--- config.mk ---
export PLATFORM = sky130hd
export DESIGN_NAME = mma_ctrl
export DESIGN_NICKNAME = d
export VERILOG_FILES = /design/src/rtl/mma_pkg.sv /design/src/rtl/mma_ctrl.sv
export SDC_FILE = /design/constraint.sdc
export NUM_CORES = 1
export LEC_CHECK = 0
export BUFFER_PORTS_ARGS = -buffer_cell sky130_fd_sc_hd__buf_2
export CAP_MARGIN = 20
export CORE_AREA = 2 2 39 41
export CTS_BUF_LIST = sky130_fd_sc_hd__clkbuf_8
export DETAILED_ROUTE_END_ITERATION = 6
export DIE_AREA = 0 0 41 43
export GPL_TIMING_DRIVEN = 0
export PLACE_DENSITY = 0.62
export SETUP_SLACK_MARGIN = 0.2
export SYNTH_ARGS = -nofsm -noshare
export SYNTH_HDL_FRONTEND = slang
export SYNTH_SLANG_ARGS = --single-unit
--- constraint.sdc ---
create_clock -name clk_i -period 1.3 [get_ports clk_i]
set_input_delay 0.065 -clock clk_i [delete_from_list [all_inputs] [get_ports clk_i]]
set_output_delay 0.065 -clock clk_i [all_outputs]
set_load 0.01 [all_outputs]
--- src/rtl/mma_pkg.sv ---
// ----------------------------------------------------------------------------
// mma_pkg
// Shared types and codes of the matrix multiply accumulate engine.
// ----------------------------------------------------------------------------
`default_nettype none

package mma_pkg;

  localparam int REQ_W    = 3;
  localparam int IDX_W    = 4;
  localparam int VAL_W    = 16;
  localparam int DIMCFG_W = 5;
  localparam int SCALE_W  = 16;
  localparam int PADDR_W  = 5;
  localparam int PDATA_W  = 32;
  localparam int REGIDX_W = 3;

  // request codes
  localparam logic [REQ_W-1:0] REQ_WR_A    = 3'd0;
  localparam logic [REQ_W-1:0] REQ_WR_B    = 3'd1;
  localparam logic [REQ_W-1:0] REQ_WR_C    = 3'd2;
  localparam logic [REQ_W-1:0] REQ_COMPUTE = 3'd3;
  localparam logic [REQ_W-1:0] REQ_RD_C    = 3'd4;

  // register indexes, byte address is 4 * index
  localparam logic [REGIDX_W-1:0] REG_ROWS_M  = 3'd0;
  localparam logic [REGIDX_W-1:0] REG_INNER_K = 3'd1;
  localparam logic [REGIDX_W-1:0] REG_COLS_N  = 3'd2;
  localparam logic [REGIDX_W-1:0] REG_ALPHA   = 3'd3;
  localparam logic [REGIDX_W-1:0] REG_BETA    = 3'd4;

  typedef struct packed {
    logic [DIMCFG_W-1:0]       rows_m;
    logic [DIMCFG_W-1:0]       inner_k;
    logic [DIMCFG_W-1:0]       cols_n;
    logic signed [SCALE_W-1:0] alpha_scale;
    logic signed [SCALE_W-1:0] beta_scale;
  } cfg_t;

  // controller to datapath
  typedef struct packed {
    logic in_ready;
    logic acc_item;
    logic clr_wr;
    logic cmp_init;
    logic elem_start;
    logic dot_issue;
    logic scale_issue;
    logic elem_write;
    logic rd_load;
  } cmd_t;

  // datapath to controller
  typedef struct packed {
    logic in_valid;
    logic is_read;
    logic is_compute;
    logic out_full;
    logic clr_last;
    logic j_last;
    logic dg_last;
    logic c_last;
    logic r_last;
    logic mn_zero;
    logic k_zero;
    logic dot_busy;
    logic sc_busy;
  } sts_t;

endpackage

`default_nettype wire

--- src/rtl/mma_ctrl.sv ---
// ----------------------------------------------------------------------------
// mma_ctrl
// Sequencer: clearing pass, item intake, and the element loop of a compute.
// ----------------------------------------------------------------------------
`default_nettype none

module mma_ctrl import mma_pkg::*; (
  input  wire   clk_i,
  input  wire   rst_ni,
  input  sts_t  sts_i,
  output cmd_t  cmd_o
);

  localparam logic [2:0] ST_CLEAR = 3'd0;
  localparam logic [2:0] ST_IDLE  = 3'd1;
  localparam logic [2:0] ST_READ  = 3'd2;
  localparam logic [2:0] ST_START = 3'd3;
  localparam logic [2:0] ST_DOT   = 3'd4;
  localparam logic [2:0] ST_SCALE = 3'd5;
  localparam logic [2:0] ST_WRITE = 3'd6;

  logic [2:0] state_q, state_d;

  always_ff @(posedge clk_i or negedge rst_ni) begin
    if (!rst_ni) begin
      state_q <= ST_CLEAR;
    end else begin
      state_q <= state_d;
    end
  end

  always_comb begin
    cmd_o   = '0;
    state_d = state_q;
    case (state_q)
      ST_CLEAR: begin
        cmd_o.clr_wr = 1'b1;
        if (sts_i.clr_last) begin
          state_d = ST_IDLE;
        end
      end
      ST_IDLE: begin
        // a read waits only if the output register stays occupied
        cmd_o.in_ready = !(sts_i.is_read && sts_i.out_full);
        cmd_o.acc_item = cmd_o.in_ready && sts_i.in_valid;
        if (cmd_o.acc_item) begin
          if (sts_i.is_compute) begin
            cmd_o.cmp_init = 1'b1;
            if (!sts_i.mn_zero) begin
              state_d = ST_START;
            end
          end else if (sts_i.is_read) begin
            state_d = ST_READ;
          end
        end
      end
      ST_READ: begin
        cmd_o.rd_load = 1'b1;
        state_d       = ST_IDLE;
      end
      ST_START: begin
        cmd_o.elem_start = 1'b1;
        state_d          = sts_i.k_zero ? ST_SCALE : ST_DOT;
      end
      ST_DOT: begin
        cmd_o.dot_issue = 1'b1;
        if (sts_i.j_last) begin
          state_d = ST_SCALE;
        end
      end
      ST_SCALE: begin
        // digits go out once the dot product has drained
        if (!sts_i.dot_busy) begin
          cmd_o.scale_issue = 1'b1;
          if (sts_i.dg_last) begin
            state_d = ST_WRITE;
          end
        end
      end
      ST_WRITE: begin
        if (!sts_i.sc_busy) begin
          cmd_o.elem_write = 1'b1;
          state_d = (sts_i.r_last && sts_i.c_last) ? ST_IDLE : ST_START;
        end
      end
      default: begin
        state_d = ST_IDLE;
      end
    endcase
  end

endmodule

`default_nettype wire

==> metrics.csv <==
metric;value;unit
fin_crit;1.32;ns
syn_area;332;um2
combPwrFrac;67.7;%
cp.arrival;1.26;ns
routed_via_density;4.61;
rsz0062_at_grt;yes;
max-cap-violations;0;
grt_pass1_vias;395;
yosys-top-cells-count;dfrtp_1, nand2_1, nor3b_1, o21ai_0;
synth_edf_count;0;
drt_iter0_drc;2;
max-slew-margin-rel;89.5;%
nets;87;
power.density;2220;nW/um2
cts_tree;done;
cts-root-buf;clkbuf_8;
post_drt_wl_per_cell;11.2;um
start_kind;register;
clkPwrFrac;19.5;%
fin_crit_sh;102;%
hold_class;in2reg;
io_pins;24;
die_h;43;um
yosysWarnings;0;
worst_pin_slew;0.156;ns
clk_path_buf_depth;2;
hold_violations;0;
routed_wl;973;um
required;1.24;ns
first_pass_iters;2;
place_congestion;0.703;
ys_seq_area_share;22.6;%
synth_nets;55;
p_total;1.34;mW
portBuffers;23;
intPower;819;uW
fillers;143;
path_clk_slew;0.03;ns
synth_top_area_share;22.6;%
p_switching;522;uW
yosys-top-cells-area;dfrtp_1, nor3b_1, a41oi_2, o21ai_0, a2bb2oi_2;
synth_top_area_cell;dfrtp_1;
core;1380;um2
syn_inst;40;
cts_max_level;1;
overflow;0;
cp-end-kind;primary output;
synth_flop_cell;dfrtp_1;
placementRows;14;
fmaxAchievable;755;MHz
path_class;reg2out;
grt_usage;13.0;%
ant_nets;0;
fin_ws;-0.0249;ns
reg_top3;state_q x3;
initial_core_util;24.0;%
drive_gt1_share;66.2;%
cts_inserted_buffers;3;
largest_reg_flops;3;
fp.dieW;41;um
grt_pass1_wl;1560;um
clkSinkCount;3;
grt_antenna_before_repair;0;
p_leak;0.305;nW
setup_tns;-0.0579;ns
synth-seq-cells;3;
drc;0;
skew;0.00246;ns
syn_area_per_cell;8.29;um2
synth_cell_type_count;26;
seqCellArea;75.1;um2
grt_max_degree;11;
num_antenna_cells;0;
vias;401;
multiInputGateArea;274;um2
pwr-share-seq;12.7;%
dieArea;1760;um2
sw_frac_of_total;38.9;%
peakVddDrop;0.784;mV
violations;setup timing;
setup_viol;3;
status;complete, but fails checks;
slew_violations;0;
top_register;state_q;
clk_latency;0.22;ns
async_flop_share;100;%
crit_fanout;4;
synthToLayoutAreaGrowth;81.9;%
## timing repair
action / 4_1_cts / 5_1_grt
hold buffers: 1 / 0
gates resized for setup: 8 / 5
endpoints found under the hold margin: 3 / 0
setup buffers: 3 / 0
setup endpoints to repair: 11 / 12
pin swaps: 4 / 0
## critical path, stage by stage (launching register included)
cell and delay [ns]:
dfrtp_1 0.39, or3b_4 0.42, nor3_2 0.10, buf_2 0.14
## worst paths after layout
path | from | to | slack, ns | depth (start not counted)
worst max-delay path | state_q[1] | cmd_o[5] | -0.02 | 3
worst min-delay path | sts_i[0] | state_q[1] | 0.13 | 3
worst max register to register | state_q[1] | state_q[1] | 0.02 | 4
worst min register to register | state_q[0] | state_q[0] | 0.69 | 2
max in group asynchronous | rst_ni | state_q[2] | 1.02 | 2
min in group asynchronous | rst_ni | state_q[0] | 0.17 | 2
## cells in the final DEF (no fill, tap or decap)
cell type      count
buf_2             23
nand2_1            3
inv_1              3
o21ai_0            3
clkbuf_8           3
buf_4              3
dfrtp_1            3
nor2_1             2
nor3b_2            2
nand3b_1           2
a21oi_2            2
buf_8              1
buf_6              1
clkbuf_4           1
and3b_1            1
nor3b_4            1
or3b_4             1
nand2b_4           1
nor3_2             1
nor3_1             1
a21o_1             1
and2b_1            1
o21ai_2            1
and2b_4            1
a211oi_2           1
a21oi_1            1
or2_2              1
a41oi_2            1
o311a_2            1
a2bb2oi_2          1
and2_0             1
o2bb2ai_1          1
dlygate4sd3_1      1
## area by class of cell
cell class,instances,area share (%)
Multi-Input combinational cell,32,45.4
Inverter,2,1.24
Timing Repair Buffer,27,24.5
Clock buffer,3,6.85
Clock inverter,1,0.622
Sequential cell,3,12.4
Buffer,3,5.60
Tap cell,16,3.32
## power groups by stage
stage,sequential [mW],combinational (mW),clock [mW]
5_1_grt,0.175,0.991,0.278
2_1_floorplan,0.165,0.536,0
6_report,0.171,0.908,0.262
3_3_place_gp,0.176,0.699,0
3_5_place_dp,0.177,0.705,0
4_1_cts,0.170,0.820,0.266
## per-stage QoR
| step | hold slack (ns) | util (%) | area [um2] | worst slack (ns) | cells |
|---|---|---|---|---|---|
| detailed placement | -0.135 | 33.7 | 467 | -0.00722 | 79 |
| CTS | 0.126 | 41.8 | 578 | -0.0377 | 87 |
| global route | 0.174 | 43.6 | 603 | -0.112 | 87 |
| finish | 0.126 | 43.6 | 603 | -0.0249 | 87 |
| global placement | -0.137 | 33.7 | 467 | -0.00943 | 79 |
| floorplan | -0.231 | - | 332 | 0.0702 | 40 |
## per-layer routing
layer  up-vias  wire length, um  GRT usage (%)
met4         0                0           8.00
met3         0               61           3.14
li1        206                -              -
met1       179              407           14.9
met5         -                0              0
met2        16              504           20.3
## logic make-up (layout without fill, tap and decap cells)
family | count (synthesis) | after routing | share of synthesized area, %
buffers and inverters | 5 | 36 | 7.55
flip-flops | 3 | 3 | 22.6
AND/OR/NAND/NOR | 19 | 19 | 37.0
AO/OA/AOI/OAI | 13 | 13 | 32.8
Note: power is estimated with default switching activity, not from simulation.
