==> src/rtl/mma_pkg.sv <==
// ----------------------------------------------------------------------------
// mma_pkg
// Shared types and codes of the matrix multiply accumulate engine.
// ----------------------------------------------------------------------------
`default_nettype none

package mma_pkg;

  localparam int REQ_W    = 3;
  localparam int IDX_W    = 4;
  localparam int VAL_W    = 16;
  localparam int DIMCFG_W = 5;
  localparam int SCALE_W  = 16;
  localparam int PADDR_W  = 5;
  localparam int PDATA_W  = 32;
  localparam int REGIDX_W = 3;

  // request codes
  localparam logic [REQ_W-1:0] REQ_WR_A    = 3'd0;
  localparam logic [REQ_W-1:0] REQ_WR_B    = 3'd1;
  localparam logic [REQ_W-1:0] REQ_WR_C    = 3'd2;
  localparam logic [REQ_W-1:0] REQ_COMPUTE = 3'd3;
  localparam logic [REQ_W-1:0] REQ_RD_C    = 3'd4;

  // register indexes, byte address is 4 * index
  localparam logic [REGIDX_W-1:0] REG_ROWS_M  = 3'd0;
  localparam logic [REGIDX_W-1:0] REG_INNER_K = 3'd1;
  localparam logic [REGIDX_W-1:0] REG_COLS_N  = 3'd2;
  localparam logic [REGIDX_W-1:0] REG_ALPHA   = 3'd3;
  localparam logic [REGIDX_W-1:0] REG_BETA    = 3'd4;

  typedef struct packed {
    logic [DIMCFG_W-1:0]       rows_m;
    logic [DIMCFG_W-1:0]       inner_k;
    logic [DIMCFG_W-1:0]       cols_n;
    logic signed [SCALE_W-1:0] alpha_scale;
    logic signed [SCALE_W-1:0] beta_scale;
  } cfg_t;

  // controller to datapath
  typedef struct packed {
    logic in_ready;
    logic acc_item;
    logic clr_wr;
    logic cmp_init;
    logic elem_start;
    logic dot_issue;
    logic scale_issue;
    logic elem_write;
    logic rd_load;
  } cmd_t;

  // datapath to controller
  typedef struct packed {
    logic in_valid;
    logic is_read;
    logic is_compute;
    logic out_full;
    logic clr_last;
    logic j_last;
    logic dg_last;
    logic c_last;
    logic r_last;
    logic mn_zero;
    logic k_zero;
    logic dot_busy;
    logic sc_busy;
  } sts_t;

endpackage

`default_nettype wire

==> src/rtl/mma_cfg.sv <==
// ----------------------------------------------------------------------------
// mma_cfg
// APB register file holding the matrix shape and the two Q8.8 scales.
// ----------------------------------------------------------------------------
`default_nettype none

module mma_cfg import mma_pkg::*; (
  input  wire                 clk_i,
  input  wire                 rst_ni,
  input  wire                 psel,
  input  wire                 penable,
  input  wire                 pwrite,
  input  wire [PADDR_W-1:0]   paddr,
  input  wire [PDATA_W-1:0]   pwdata,
  output logic [PDATA_W-1:0]  prdata,
  output logic                pready,
  output cfg_t                cfg_o
);

  cfg_t                cfg_q;
  logic [REGIDX_W-1:0] reg_idx;
  logic                wr_en;

  assign pready  = 1'b1;
  assign reg_idx = paddr[PADDR_W-1:2];
  assign wr_en   = psel && penable && pwrite;

  always_ff @(posedge clk_i or negedge rst_ni) begin
    if (!rst_ni) begin
      cfg_q.rows_m      <= DIMCFG_W'(16);
      cfg_q.inner_k     <= DIMCFG_W'(16);
      cfg_q.cols_n      <= DIMCFG_W'(16);
      cfg_q.alpha_scale <= SCALE_W'(256);
      cfg_q.beta_scale  <= '0;
    end else if (wr_en) begin
      case (reg_idx)
        REG_ROWS_M:  cfg_q.rows_m      <= pwdata[DIMCFG_W-1:0];
        REG_INNER_K: cfg_q.inner_k     <= pwdata[DIMCFG_W-1:0];
        REG_COLS_N:  cfg_q.cols_n      <= pwdata[DIMCFG_W-1:0];
        REG_ALPHA:   cfg_q.alpha_scale <= signed'(pwdata[SCALE_W-1:0]);
        REG_BETA:    cfg_q.beta_scale  <= signed'(pwdata[SCALE_W-1:0]);
        default: ;
      endcase
    end
  end

  always_comb begin
    case (reg_idx)
      REG_ROWS_M:  prdata = PDATA_W'(cfg_q.rows_m);
      REG_INNER_K: prdata = PDATA_W'(cfg_q.inner_k);
      REG_COLS_N:  prdata = PDATA_W'(cfg_q.cols_n);
      REG_ALPHA:   prdata = PDATA_W'(unsigned'(cfg_q.alpha_scale));
      REG_BETA:    prdata = PDATA_W'(unsigned'(cfg_q.beta_scale));
      default:     prdata = '0;
    endcase
  end

  assign cfg_o = cfg_q;

endmodule

`default_nettype wire

==> config.mk <==
export PLATFORM = sky130hd
export DESIGN_NAME = mma_cfg
export DESIGN_NICKNAME = d
export VERILOG_FILES = /design/src/rtl/mma_pkg.sv /design/src/rtl/mma_cfg.sv
export SDC_FILE = /design/constraint.sdc
export NUM_CORES = 1
export LEC_CHECK = 0
export BUFFER_PORTS_ARGS = -buffer_cell sky130_fd_sc_hd__buf_4
export CAP_MARGIN = 20
export CORE_MARGIN = 2
export CORE_UTILIZATION = 45
export DETAILED_ROUTE_END_ITERATION = 7
export PLACE_DENSITY = 0.91
export SLEW_MARGIN = 5
export SYNTH_ARGS = -nofsm -noshare
export SYNTH_HDL_FRONTEND = slang
export SYNTH_SLANG_ARGS = --single-unit
==> constraint.sdc <==
create_clock -name clk_i -period 1.1 [get_ports clk_i]
set_input_delay 0.165 -clock clk_i [delete_from_list [all_inputs] [get_ports clk_i]]
set_output_delay 0.165 -clock clk_i [all_outputs]
set_load 0.01 [all_outputs]
==> summary.md <==
| Metric | Value |
|---|---|
| Critical path arrival | 1.49 ns |
| Count leader, synth | dfrtp_1 |
| Total gr overflow | 0 |
| Sequential fraction of the synthesis area | 0.514 |
| Cell variety after synth | 25 |
| DRT Wirelength | 8.62 mm |
| Max incr delay on CP | approximately 0.38 ns |
| Max-Cap Viols | 0 |
| Element type at the critical path start | flip-flop |
| Synth-to-Final Area Change | 79.1% |
| Boundary Pins | 122 |
| Total power | 6.16 mW |
| Syn Inst Count | between 150 and 200 |
| CP max stage cell | dfstp_2 |
| Full die area | between 0.005 and 0.006 sq mm |
| Global-route wire length before repair | 10.8 mm |
| Post-synth ARST share | 1.00 |
| Unrepaired setup endpoints after global routing | true |
| Routed wl met3 | 498 um |
| IO Port Bufs | 86 |
| Hold path depth | 2 |
| Vias in the first global route | 2,064 |
| Vias | 2,108 |
| Share of cells above drive strength 1 | 0.714 |
| Die Span X | 75.5 um |
| Avg Cell Area, Syn | between 10 and 15 sq um |
| Clk sinks | 47 |
| Hold crit path type | in2reg |
| Crit Path Class | reg2out |
| Highest Signal Layer | met4 |
| Synth area leader | dfrtp_1 |
| Initial antenna violation count | 0 |
| Post-route worst setup slack | -0.556 ns |
| Failing checks | setup timing |
| Clk buf depth | 2 |
| Total GRT Usage | 0.259 |
| Lkg Pwr | about 2.1 nW |
| Final setup vio count | 65 |
| HPWL Detailed | 4.63 mm |
| Final min period | 1.66 ns |
| Met1 WL | about 3.3 mm |
| Yosys warnings | 0 |
| Area contributors post-synth | dfrtp_1 (47%), mux2_2 (18%), buf_4 (6.5%) |
| Critical path, cell by cell | mux2_2 > a32oi_1 > o21ai_1 > buf_4 |
| Post-layout util | 0.821 |
| Routed len/inst | 22.0 um |
| Number of CTS-inserted buffers | 5 |
| Largest net degree at the start of global routing | 22 |
| Layout fillers | 238 |
| Status | finished with violations |
| Worst IR Drop VDD | roughly 1.2 mV |
| DRT antenna net count | 0 |
| Routability cong. | 0.844 |
| Final hold violations | 0 |
| Final Skew | 0 ns |
| Path depth of the worst reg2reg path | 3 |
| Share of the synthesized area in the top cell type | 0.468 |
| Syn Std Cell Area | about 0.0023 sq mm |
| DRT iter0 DRCs | between 150 and 200 |
| H-tree depth | 2 |
| Initial Util | 0.459 |
| TritonCTS clock tree | done |
| Core area | 0.00501 sq mm |
| Number of synthesized flops with an enable pin | 0 |
| Period utilisation layout | 1.51 |
| Rows | 26 |
| CP Max Fanout | 2 |
| Skew-Pair Late Insertion Delay | 0.29 ns |
| Top cells by count, synth | dfrtp_1 (43), mux2_2 (37), buf_4 (20) |
| Worst EP required | 0.94 ns |
| CTS root buffer | clkbuf_8 |
| Top_reg_cell synth | dfrtp_1 |
| Max-slew violations | 0 |
| Pwr dens | 1500 mW/mm^2 |
| TritonRoute pass-1 iters | 4 |
| Max Fclk | just over 600 MHz |
| # diodes | 0 |
| Layout Nets | approximately 360 |
| Residual DRC | 0 |
| Wire length on met2 | 4.49 mm |
| Clock Pin Slew Worst Setup and Hold Paths | 0.09 ns |
| Max FFs per register | 47 |
| CP endpoint kind | primary output |
| #FFs+latches synth | 47 |
| Vias per cell | 5.38 |
| Die extent in y | 75.5 um |
[routing by layer]
metal | GRT usage | up-vias
met2 | 0.462 | 113
met3 | 0.0450 | 33
met5 | 0 | -
met1 | 0.330 | 1078
met4 | 0.0604 | 0
li1 | - | 884
[cell type report]
cell class,instances,area (sq um),share of cell area
Tap cell,70,87.6,0.0213
Multi-Input combinational cell,109,1180,0.288
Clock buffer,7,76.3,0.0185
Timing Repair Buffer,158,1580,0.384
Inverter,1,3.75,0.000912
Sequential cell,47,1180,0.287
[report_power, final]
part | internal (mW) | total, mW | switching (mW)
sequential | 2.09 | 2.40 | 0.317
clock | 0.440 | 1.04 | 0.596
combinational | 1.74 | 2.73 | 0.987
[logic make-up after synthesis]
logic type / synth area share
DFF: 0.514
other: 0.00327
and+or+nand+nor: 0.0496
muxes: 0.263
AOI/OAI and AO/OA: 0.0888
buffers and inverters: 0.0812
[per-stage QoR]
step | TNS [ns] | instances | area [sq um] | setup WS (ns) | hold WS, ns
final | -6.03 | 392 | 4120 | -0.556 | 0.101
after global routing | -7.50 | 392 | 4120 | -0.601 | 0.0992
after CTS | -3.83 | 378 | 3730 | -0.432 | 0.0891
after detailed placement | -17.89 | 349 | 3270 | -0.406 | 0.0712
after global placement | -17.01 | 349 | 3270 | -0.377 | 0.0662
after floorplan | -3.47 | 182 | 2420 | -0.139 | -0.131
[final timing paths]
path | from | endpoint | slack (ns)
worst max-delay path | cfg_o[41] | prdata[4] | -0.56
worst min register to register | cfg_o[44] | cfg_o[44] | 0.55
worst min-delay path | pwdata[10] | cfg_o[26] | 0.10
min in group asynchronous | rst_ni | cfg_o[25] | 0.29
max in group asynchronous | rst_ni | cfg_o[36] | 0.34
worst max register to register | cfg_o[22] | cfg_o[22] | 0.02
[critical path, delay by kind of cell, from the launching register on]
kind            cells  cell delay, ns
flops               1            0.38
mux                 1            0.27
compound gates      2            0.36
buf+inv             1            0.17
[cells in the final DEF, fill, tap and decap left out]
master / n
nor2b_2: 1
nor3b_4: 2
nor2_1: 1
nand4b_4: 1
a32oi_1: 3
clkbuf_1: 2
dfstp_2: 4
nor2b_1: 2
nand2_1: 2
mux2_4: 42
nor3_4: 1
conb_1: 17
o21ai_2: 1
buf_4: 70
a2bb2oi_1: 1
buf_12: 4
buf_8: 1
buf_6: 80
clkbuf_8: 5
mux2_2: 10
inv_1: 1
dlygate4sd3_1: 1
a32oi_2: 2
dfrtp_1: 43
clkbuf_16: 2
o21ai_1: 4
and4_4: 1
nor2_4: 2
a22oi_1: 4
or3_4: 1
a22o_1: 11
[what timing repair did]
item / in CTS / in global routing
resized for setup: 56 / 64
hold endpoints to repair: 19 / 0
hold buffers: 1 / 0
setup endpoints to repair: 37 / 71
gates cloned: 0 / 2
buffers inserted: 23 / 14
pin swaps: 4 / 10
(Power assumes the default switching activity.)
